[config.mk]
export PLATFORM = sky130hd
export DESIGN_NAME = line_rasterizer_core_flat
export DESIGN_NICKNAME = d
export VERILOG_FILES = /design/src/rtl/lr_pkg.sv /design/src/rtl/lr_channels.sv /design/src/rtl/lr_front.sv /design/src/rtl/lr_cmd_queue.sv /design/src/rtl/lr_back.sv /design/src/rtl/line_rasterizer_core.sv /design/src/flat_wrapper.sv
export SDC_FILE = /design/constraint.sdc
export NUM_CORES = 1
export LEC_CHECK = 0
export BUFFER_PORTS_ARGS = -buffer_cell sky130_fd_sc_hd__buf_2
export CORE_MARGIN = 3
export CORE_UTILIZATION = 50
export CTS_BUF_LIST = sky130_fd_sc_hd__clkbuf_4
export CTS_CLUSTER_SIZE = 10
export DETAILED_ROUTE_END_ITERATION = 16
export GPL_TIMING_DRIVEN = 0
export PLACE_DENSITY = 0.77
export SKIP_LAST_GASP = 1
export SYNTH_ARGS = -nofsm -noshare
export SYNTH_HDL_FRONTEND = slang
export SYNTH_HIERARCHICAL = 1
export SYNTH_SLANG_ARGS = --single-unit
[constraint.sdc]
create_clock -name clock -period 7.8 [get_ports clock]
set_clock_uncertainty 0.1 [all_clocks]
set_input_delay 2.34 -clock clock [delete_from_list [all_inputs] [get_ports clock]]
set_output_delay 2.34 -clock clock [all_outputs]
set_load 0.03 [all_outputs]
[src/rtl/lr_pkg.sv]
// Shared types and constants for the Bresenham line rasteriser.
// Holds the coordinate widths, the item kind codes and the command record
// that travels from the front part through the queue to the back part.
package lr_pkg;

   // Width of one pixel coordinate.
   localparam int COORD_BITS = 10;
   // Colour of a pixel, 24-bit RGB.
   localparam int COLOR_BITS = 24;
   // Signed decision term: it spans roughly plus or minus twice the major delta.
   localparam int DEC_BITS = COORD_BITS + 3;

   // Command queue between the front and back parts.
   localparam int QUEUE_DEPTH    = 4;
   localparam int QUEUE_PTR_BITS = $clog2(QUEUE_DEPTH);

   // Item kinds carried on the request channel.
   localparam logic KIND_START = 1'b0;
   localparam logic KIND_TICK  = 1'b1;

   typedef logic [COORD_BITS-1:0] coord_type;
   typedef logic [COLOR_BITS-1:0] color_type;
   typedef logic signed [DEC_BITS-1:0] decision_type;

   // One classified command. For a tick only the kind is meaningful.
   typedef struct packed {
      logic      kind;
      logic      steep;
      logic      minor_step_negative;
      coord_type first_x;
      coord_type first_y;
      coord_type major_end;
      coord_type major_delta;
      coord_type minor_delta;
      color_type color;
   } lr_cmd_type;

   // What the back part reports about its own progress.
   typedef struct packed {
      logic active;
      logic emit;
      logic emit_last;
      logic load;
   } lr_back_status_type;

endpackage

[src/rtl/lr_channels.sv]
// Valid/ready channel interfaces for the line rasteriser.
// Depends on lr_pkg for the coordinate and colour widths.

// Request channel: a start item with endpoints and colour, or a tick.
interface lr_req_if;
   import lr_pkg::*;
   logic      valid;
   logic      ready;
   logic      kind;
   coord_type start_x;
   coord_type start_y;
   coord_type end_x;
   coord_type end_y;
   color_type line_color;

   modport source (output valid, kind, start_x, start_y, end_x, end_y, line_color,
                   input ready);
   modport sink   (input valid, kind, start_x, start_y, end_x, end_y, line_color,
                   output ready);
endinterface

// Response channel: one pixel per beat.
interface lr_rsp_if;
   import lr_pkg::*;
   logic      valid;
   logic      ready;
   coord_type pixel_x;
   coord_type pixel_y;
   color_type pixel_color;
   logic      last;

   modport source (output valid, pixel_x, pixel_y, pixel_color, last, input ready);
   modport sink   (input valid, pixel_x, pixel_y, pixel_color, last, output ready);
endinterface

[src/rtl/lr_front.sv]
// Front part of the line rasteriser: accepts request beats and classifies them.
// A start item is turned into a ready-made line setup. Depends on lr_pkg.
module lr_front
   import lr_pkg::*;
(
   lr_req_if.sink     req_ch,
   input  logic       cmd_ready,
   output logic       cmd_push,
   output lr_cmd_type cmd
);

   coord_type adx;
   coord_type ady;
   logic      steep;
   logic      swap;
   coord_type fst_x;
   coord_type fst_y;
   coord_type sec_x;
   coord_type sec_y;

   // A beat is taken whenever the queue has room.
   assign req_ch.ready = cmd_ready;
   assign cmd_push     = req_ch.valid && cmd_ready;

   // Absolute deltas and the branch choice; equal slopes go steep.
   always_comb begin
      adx   = (req_ch.end_x >= req_ch.start_x) ? req_ch.end_x - req_ch.start_x
                                               : req_ch.start_x - req_ch.end_x;
      ady   = (req_ch.end_y >= req_ch.start_y) ? req_ch.end_y - req_ch.start_y
                                               : req_ch.start_y - req_ch.end_y;
      steep = !(ady < adx);
      swap  = steep ? (req_ch.start_y > req_ch.end_y) : (req_ch.start_x > req_ch.end_x);
      fst_x = swap ? req_ch.end_x : req_ch.start_x;
      fst_y = swap ? req_ch.end_y : req_ch.start_y;
      sec_x = swap ? req_ch.start_x : req_ch.end_x;
      sec_y = swap ? req_ch.start_y : req_ch.end_y;
   end

   // Build the command record so the major axis counts upward.
   always_comb begin
      cmd.kind                = req_ch.kind;
      cmd.steep               = steep;
      cmd.minor_step_negative = steep ? (sec_x < fst_x) : (sec_y < fst_y);
      cmd.first_x             = fst_x;
      cmd.first_y             = fst_y;
      cmd.major_end           = steep ? sec_y : sec_x;
      cmd.major_delta         = steep ? ady : adx;
      cmd.minor_delta         = steep ? adx : ady;
      cmd.color               = req_ch.line_color;
   end

endmodule

[src/rtl/lr_cmd_queue.sv]
// Short command queue that decouples the front and back parts.
// Register-based, one write and one read per cycle. Depends on lr_pkg.
module lr_cmd_queue
   import lr_pkg::*;
(
   input  logic       clock,
   input  logic       reset,
   input  logic       push,
   input  lr_cmd_type push_cmd,
   output logic       push_ready,
   input  logic       pop,
   output logic       pop_valid,
   output lr_cmd_type pop_cmd
);

   lr_cmd_type                entry_ff [QUEUE_DEPTH];
   logic [QUEUE_PTR_BITS-1:0] wr_ptr_ff;
   logic [QUEUE_PTR_BITS-1:0] wr_ptr_in;
   logic [QUEUE_PTR_BITS-1:0] rd_ptr_ff;
   logic [QUEUE_PTR_BITS-1:0] rd_ptr_in;
   logic [QUEUE_PTR_BITS:0]   count_ff;
   logic [QUEUE_PTR_BITS:0]   count_in;

   assign push_ready = (count_ff != QUEUE_DEPTH[QUEUE_PTR_BITS:0]);
   assign pop_valid  = (count_ff != '0);
   assign pop_cmd    = entry_ff[rd_ptr_ff];

   // Pointer and fill count updates.
   always_comb begin
      wr_ptr_in = push ? wr_ptr_ff + 1'b1 : wr_ptr_ff;
      rd_ptr_in = pop ? rd_ptr_ff + 1'b1 : rd_ptr_ff;
      count_in  = count_ff;
      if (push && !pop) begin
         count_in = count_ff + 1'b1;
      end else if (pop && !push) begin
         count_in = count_ff - 1'b1;
      end
   end

   always_ff @(posedge clock) begin
      if (reset) begin
         wr_ptr_ff <= '0;
         rd_ptr_ff <= '0;
         count_ff  <= '0;
      end else begin
         wr_ptr_ff <= wr_ptr_in;
         rd_ptr_ff <= rd_ptr_in;
         count_ff  <= count_in;
      end
   end

   // Entry storage needs no reset.
   always_ff @(posedge clock) begin
      if (push) begin
         entry_ff[wr_ptr_ff] <= push_cmd;
      end
   end

endmodule

[src/rtl/lr_back.sv]
// Back part of the line rasteriser: holds the running line, steps the
// Bresenham error term and drives the registered pixel output. Depends on lr_pkg.
module lr_back
   import lr_pkg::*;
(
   input  logic               clock,
   input  logic               reset,
   input  logic               cmd_valid,
   input  lr_cmd_type         cmd,
   output logic               cmd_pop,
   output lr_back_status_type status,
   lr_rsp_if.source           rsp_ch
);

   logic         active_ff;
   logic         active_in;
   logic         steep_ff;
   logic         steep_in;
   logic         neg_ff;
   logic         neg_in;
   coord_type    cur_x_ff;
   coord_type    cur_x_in;
   coord_type    cur_y_ff;
   coord_type    cur_y_in;
   coord_type    major_end_ff;
   coord_type    major_end_in;
   coord_type    major_delta_ff;
   coord_type    major_delta_in;
   coord_type    minor_delta_ff;
   coord_type    minor_delta_in;
   decision_type decision_ff;
   decision_type decision_in;
   color_type    color_ff;
   color_type    color_in;

   logic         out_valid_ff;
   logic         out_valid_in;
   coord_type    out_x_ff;
   coord_type    out_y_ff;
   color_type    out_color_ff;
   logic         out_last_ff;

   logic         out_free;
   logic         is_start;
   logic         emit;
   logic         is_last;
   coord_type    major;
   coord_type    minor;
   coord_type    minor_next;
   decision_type twice_minor;
   decision_type twice_major;

   // A command is taken unless a pixel must go out and the output is still full.
   assign out_free = !out_valid_ff || rsp_ch.ready;
   assign is_start = (cmd.kind == KIND_START);
   assign cmd_pop  = cmd_valid && (is_start || !active_ff || out_free);
   assign emit     = cmd_pop && !is_start && active_ff;

   // Current position seen along the major and minor axes.
   always_comb begin
      major       = steep_ff ? cur_y_ff : cur_x_ff;
      minor       = steep_ff ? cur_x_ff : cur_y_ff;
      is_last     = (major == major_end_ff);
      twice_minor = decision_type'({2'b00, minor_delta_ff, 1'b0});
      twice_major = decision_type'({2'b00, major_delta_ff, 1'b0});
   end

   // Line state: load on a start, step on an emitted pixel.
   always_comb begin
      active_in      = active_ff;
      steep_in       = steep_ff;
      neg_in         = neg_ff;
      cur_x_in       = cur_x_ff;
      cur_y_in       = cur_y_ff;
      major_end_in   = major_end_ff;
      major_delta_in = major_delta_ff;
      minor_delta_in = minor_delta_ff;
      decision_in    = decision_ff;
      color_in       = color_ff;
      minor_next     = minor;
      if (cmd_pop && is_start) begin
         active_in      = 1'b1;
         steep_in       = cmd.steep;
         neg_in         = cmd.minor_step_negative;
         cur_x_in       = cmd.first_x;
         cur_y_in       = cmd.first_y;
         major_end_in   = cmd.major_end;
         major_delta_in = cmd.major_delta;
         minor_delta_in = cmd.minor_delta;
         color_in       = cmd.color;
         decision_in    = decision_type'({2'b00, cmd.minor_delta, 1'b0})
                          - decision_type'({3'b000, cmd.major_delta});
      end else if (emit) begin
         if (is_last) begin
            active_in = 1'b0;
         end else begin
            if (!decision_ff[DEC_BITS-1] && (decision_ff != '0)) begin
               minor_next  = neg_ff ? minor - 1'b1 : minor + 1'b1;
               decision_in = decision_ff + twice_minor - twice_major;
            end else begin
               decision_in = decision_ff + twice_minor;
            end
            if (steep_ff) begin
               cur_y_in = major + 1'b1;
               cur_x_in = minor_next;
            end else begin
               cur_x_in = major + 1'b1;
               cur_y_in = minor_next;
            end
         end
      end
   end

   // Output register: loaded on an emitted pixel, cleared when the beat is taken.
   always_comb begin
      out_valid_in = out_valid_ff;
      if (emit) begin
         out_valid_in = 1'b1;
      end else if (rsp_ch.ready) begin
         out_valid_in = 1'b0;
      end
   end

   always_ff @(posedge clock) begin
      if (reset) begin
         active_ff    <= 1'b0;
         out_valid_ff <= 1'b0;
      end else begin
         active_ff    <= active_in;
         out_valid_ff <= out_valid_in;
      end
   end

   // Datapath registers need no reset.
   always_ff @(posedge clock) begin
      steep_ff       <= steep_in;
      neg_ff         <= neg_in;
      cur_x_ff       <= cur_x_in;
      cur_y_ff       <= cur_y_in;
      major_end_ff   <= major_end_in;
      major_delta_ff <= major_delta_in;
      minor_delta_ff <= minor_delta_in;
      decision_ff    <= decision_in;
      color_ff       <= color_in;
      if (emit) begin
         out_x_ff     <= cur_x_ff;
         out_y_ff     <= cur_y_ff;
         out_color_ff <= color_ff;
         out_last_ff  <= is_last;
      end
   end

   assign rsp_ch.valid       = out_valid_ff;
   assign rsp_ch.pixel_x     = out_x_ff;
   assign rsp_ch.pixel_y     = out_y_ff;
   assign rsp_ch.pixel_color = out_color_ff;
   assign rsp_ch.last        = out_last_ff;

   assign status.active    = active_ff;
   assign status.emit      = emit;
   assign status.emit_last = emit && is_last;
   assign status.load      = cmd_pop && is_start;

endmodule

[src/rtl/line_rasterizer_core.sv]
// Top level of the Bresenham line rasteriser, all octants.
// Instantiates lr_front, lr_cmd_queue and lr_back; depends on lr_pkg and the channels.
//
// Usage:
//   req_ch carries one item per beat. A start item (kind 0) loads two endpoints
//   and a colour and produces no pixel; a later start abandons a running line.
//   Each tick item (kind 1) produces the next pixel of the line on rsp_ch,
//   with last set on the final one, after which the block is idle again.
//   A tick while idle produces nothing.
//   The front part classifies each beat and works out the line setup, a
//   four-entry command queue holds classified items, and the back part steps
//   the error term by adding the doubled deltas after testing whether it is positive, per pixel.
//   A tick accepted on req_ch is written into the queue; once it is at the
//   head of the queue and the output has room, its pixel is written into the
//   output register that drives rsp_ch, where the receiver can take it.
//   Throughput: one item per cycle, and so one pixel per cycle during a line, while the receiver does not stall.
//   When the receiver stalls the output register holds its pixel, the back part
//   stops at the next tick, the queue fills, and req_ch.ready falls once the
//   queue is full. Start items still drain from the queue during a stall.
//   Reset is synchronous and active high: it empties the queue, drops the
//   running line and clears the output; the block is ready in the next cycle.
module line_rasterizer_core
   import lr_pkg::*;
(
   input  logic     clock,
   input  logic     reset,
   lr_req_if.sink   req_ch,
   lr_rsp_if.source rsp_ch
);

   lr_cmd_type         push_cmd;
   lr_cmd_type         pop_cmd;
   logic               push;
   logic               push_ready;
   logic               pop;
   logic               pop_valid;
   lr_back_status_type back_status;

   // Classification and line setup.
   lr_front u_front (
      .req_ch    (req_ch),
      .cmd_ready (push_ready),
      .cmd_push  (push),
      .cmd       (push_cmd)
   );

   // Decoupling queue.
   lr_cmd_queue u_queue (
      .clock      (clock),
      .reset      (reset),
      .push       (push),
      .push_cmd   (push_cmd),
      .push_ready (push_ready),
      .pop        (pop),
      .pop_valid  (pop_valid),
      .pop_cmd    (pop_cmd)
   );

   // Line stepping and pixel output.
   lr_back u_back (
      .clock     (clock),
      .reset     (reset),
      .cmd_valid (pop_valid),
      .cmd       (pop_cmd),
      .cmd_pop   (pop),
      .status    (back_status),
      .rsp_ch    (rsp_ch)
   );

   // A pixel is only written into the output register when it has room.
   assert property (@(posedge clock) disable iff (reset)
      back_status.emit |-> (!rsp_ch.valid || rsp_ch.ready))
      else $error("pixel written over an untaken output beat");

   // The final pixel of a line leaves the back part idle.
   assert property (@(posedge clock) disable iff (reset)
      back_status.emit_last |=> !back_status.active)
      else $error("line still active after its final pixel");

   // A loaded line is active in the following cycle.
   assert property (@(posedge clock) disable iff (reset)
      back_status.load |=> back_status.active)
      else $error("start item did not activate the line");

   // Every emitted pixel shows up as a valid output beat.
   assert property (@(posedge clock) disable iff (reset)
      back_status.emit |=> rsp_ch.valid)
      else $error("emitted pixel missing from the output");

endmodule
[src/flat_wrapper.sv]
// flat-port wrapper written by rule: the top's interface ports become plain ports
module line_rasterizer_core_flat import lr_pkg::*;
  (clock, reset, req_ch_valid, req_ch_kind, req_ch_start_x, req_ch_start_y, req_ch_end_x, req_ch_end_y, req_ch_line_color, req_ch_ready, rsp_ch_valid, rsp_ch_pixel_x, rsp_ch_pixel_y, rsp_ch_pixel_color, rsp_ch_last, rsp_ch_ready);
  lr_req_if req_ch_i ();
  lr_rsp_if rsp_ch_i ();
  input  logic clock;
  input  logic reset;
  input wire logic [$bits(req_ch_i.valid)-1:0] req_ch_valid;
  input wire logic [$bits(req_ch_i.kind)-1:0] req_ch_kind;
  input wire logic [$bits(req_ch_i.start_x)-1:0] req_ch_start_x;
  input wire logic [$bits(req_ch_i.start_y)-1:0] req_ch_start_y;
  input wire logic [$bits(req_ch_i.end_x)-1:0] req_ch_end_x;
  input wire logic [$bits(req_ch_i.end_y)-1:0] req_ch_end_y;
  input wire logic [$bits(req_ch_i.line_color)-1:0] req_ch_line_color;
  output wire logic [$bits(req_ch_i.ready)-1:0] req_ch_ready;
  output wire logic [$bits(rsp_ch_i.valid)-1:0] rsp_ch_valid;
  output wire logic [$bits(rsp_ch_i.pixel_x)-1:0] rsp_ch_pixel_x;
  output wire logic [$bits(rsp_ch_i.pixel_y)-1:0] rsp_ch_pixel_y;
  output wire logic [$bits(rsp_ch_i.pixel_color)-1:0] rsp_ch_pixel_color;
  output wire logic [$bits(rsp_ch_i.last)-1:0] rsp_ch_last;
  input wire logic [$bits(rsp_ch_i.ready)-1:0] rsp_ch_ready;
  assign req_ch_i.valid = req_ch_valid;
  assign req_ch_i.kind = req_ch_kind;
  assign req_ch_i.start_x = req_ch_start_x;
  assign req_ch_i.start_y = req_ch_start_y;
  assign req_ch_i.end_x = req_ch_end_x;
  assign req_ch_i.end_y = req_ch_end_y;
  assign req_ch_i.line_color = req_ch_line_color;
  assign req_ch_ready = req_ch_i.ready;
  assign rsp_ch_valid = rsp_ch_i.valid;
  assign rsp_ch_pixel_x = rsp_ch_i.pixel_x;
  assign rsp_ch_pixel_y = rsp_ch_i.pixel_y;
  assign rsp_ch_pixel_color = rsp_ch_i.pixel_color;
  assign rsp_ch_last = rsp_ch_i.last;
  assign rsp_ch_i.ready = rsp_ch_ready;
  line_rasterizer_core u_core (.clock(clock), .reset(reset), .req_ch(req_ch_i), .rsp_ch(rsp_ch_i));
endmodule
==> run metrics <==
final core occ 57.6%; CTS HTree Levels 3; worst-margin pin slew around 0.89 ns; Die X approximately 220 um; share of cells above drive strength 1 25.6%; Max Cap Viol 0; drt drc 0; GPL Wtd Cong around 0.97; postcts setup bufs 0; Max Freq about 0.13 GHz; Final ANT Viol Nets 0; CP Data Required Time between 8 and 9 ns; Arrival @ worst endpoint approximately 7.9 ns; Die ar. approximately 0.047 sq mm; Tot Pwr 0.0110 W; P&R area growth vs syn 12.4%; port buffer count 90; Overflow after GRT 0; placed insts 2236; Routed WL between 50000 and 60000 um; status complete, no violations; Max Buffers Root-to-Sink 3; Starting DRT DRC Count approximately 1300; Num CTS Buffers roughly 110; initial antenna violation count 2; pwr dens 438 mW/mm^2; final non-filler cell total between 2000 and 2500; clk slew on worst S/H paths roughly 0.080 ns; Hold Path Class flop to flop; CTS-repair resized insts 0; first-pass GRT wire length 79900 um; vias in the first global route between 10000 and 15000; maximum vdd drop 239 uV; starting density of the core between 50% and 60%; routed vias about 14000; CTS tree yes; largest net degree at the start of global routing 60; fin crit share around 98%; Slew Limit Headroom ~40%; DRT Pass-1 Iters 5; vias per cell between 5 and 6; worst-path fanout max 10; most frequent cells in the layout 442 x edfxtp_1, 172 x clkbuf_4, 110 x nand2_1; RSZ-0062 raised after global routing true; Sink Count approximately 450; critical path class input port to flop; final number of setup-violating endpoints 0; nets@finish between 1500 and 2000; Avg Synthesized Cell Area around 14 sq um; Final Hold Fails 0; post-synthesis instance area 0.0223 sq mm; wire per inst roughly 22 um; P_leak 9.25 nW; Worst setup SP type input port; Post-Syn Instances approximately 1600; Final min period 7.61 ns; element type at the critical path end flop; I/O Pins about 120; Slew Viols, Final 0; Root Driver clkbuf_4; hold_buf cts 0; Total GRT Usage approximately 22%; Mapped Nets approximately 1700; Synth warnings 6; site row count 76; Placeable Area 0.0436 sq mm; Die Height ~220 um; Final HPWL DP 37500 um; commonest non-fill, non-tap cell in the layout edfxtp_1; Clock Latency Late Sink 0.83 ns
[metal layers]
layer / track usage [%] / wire (um) / vias to the layer above / share of wire [%]
li1: - / - / 6415 / -
met1: 31.3 / 22400 / 6954 / 43
met2: 34.7 / 24700 / 653 / 47
met3: 3.71 / 3940 / 100 / 7.5
met4: 7.91 / 1310 / 0 / 2.5
met5: 0 / 0 / - / 0
[through the flow]
| stage | setup slack, ns | setup TNS, ns | cell area [sq um] | hold WS, ns |
|---|---|---|---|---|
| floorplan | 0.940 | 0 | 22300 | 0.300 |
| global placement | -0.554 | -27.72 | 23500 | 0.301 |
| detailed placement | -0.572 | -33.82 | 23700 | 0.305 |
| CTS | 0.288 | 0 | 25100 | 0.320 |
| global route | -0.0303 | -0.244 | 25100 | 0.332 |
| finish | 0.194 | 0 | 25100 | 0.315 |
[final timing paths]
| check | start | to | slack (ns) | cells past startpoint |
|---|---|---|---|---|
| max | req_ch_end_y[0] | u_core/u_queue/entry_ff[3][58] | 0.19 | 23 |
| min | u_core/u_back/color_ff[4] | u_core/u_back/rsp_ch.pixel_color[4] | 0.32 | 0 |
| max reg2reg | u_core/u_back/steep_ff | u_core/u_back/cur_y_ff[9] | 3.78 | 14 |
| min reg2reg | u_core/u_back/color_ff[4] | u_core/u_back/rsp_ch.pixel_color[4] | 0.32 | 0 |
[flip-flops by register name, summed over array words and instances (netlist names), 13 cells and up, named ones only]
name / flops
u_core/u_queue/entry_ff: 308
u_core/u_back/color_ff: 24
u_core/u_back/rsp_ch.pixel_color: 24
u_core/u_back/decision_ff: 13
[where the power goes]
part	internal [W]	switching, W	leakage, nW	total (W)
sequential	0.00365	0.000274	4.16	0.00392
clock	0.000993	0.000886	0.836	0.00188
combinational	0.00209	0.00310	4.25	0.00519
total	0.00673	0.00426	9.25	0.0110
[critical path, stage by stage]
cell and delay [ns]:
buf_2 0.13, inv_1 0.08, ha_1 0.17, inv_1 0.07
fa_1 0.39, a21o_1 0.16, a21oi_1 0.26, nor2_1 0.11
nor4b_4 0.48, mux2i_1 0.46, a21oi_1 0.14, o21ai_1 0.17
xor2_1 0.35, ha_1 0.32, and4_1 0.19, nand2_1 0.06
a21oi_1 0.04, a211o_1 0.25, buf_2 0.20, mux2_4 0.37
buf_6 0.16, clkbuf_1 0.26, o21ai_0 0.78
[area by class of cell]
type,count,area [sq um]
Timing Repair Buffer,97,628
Sequential cell,453,13500
Multi-Input combinational cell,913,7820
Clock inverter,17,101
Tap cell,585,732
Antenna cell,1,2.50
Buffer,93,659
Fill cell,3362,18500
Inverter,95,357
Clock buffer,171,1280
Note: power is estimated with default switching activity, not from simulation.
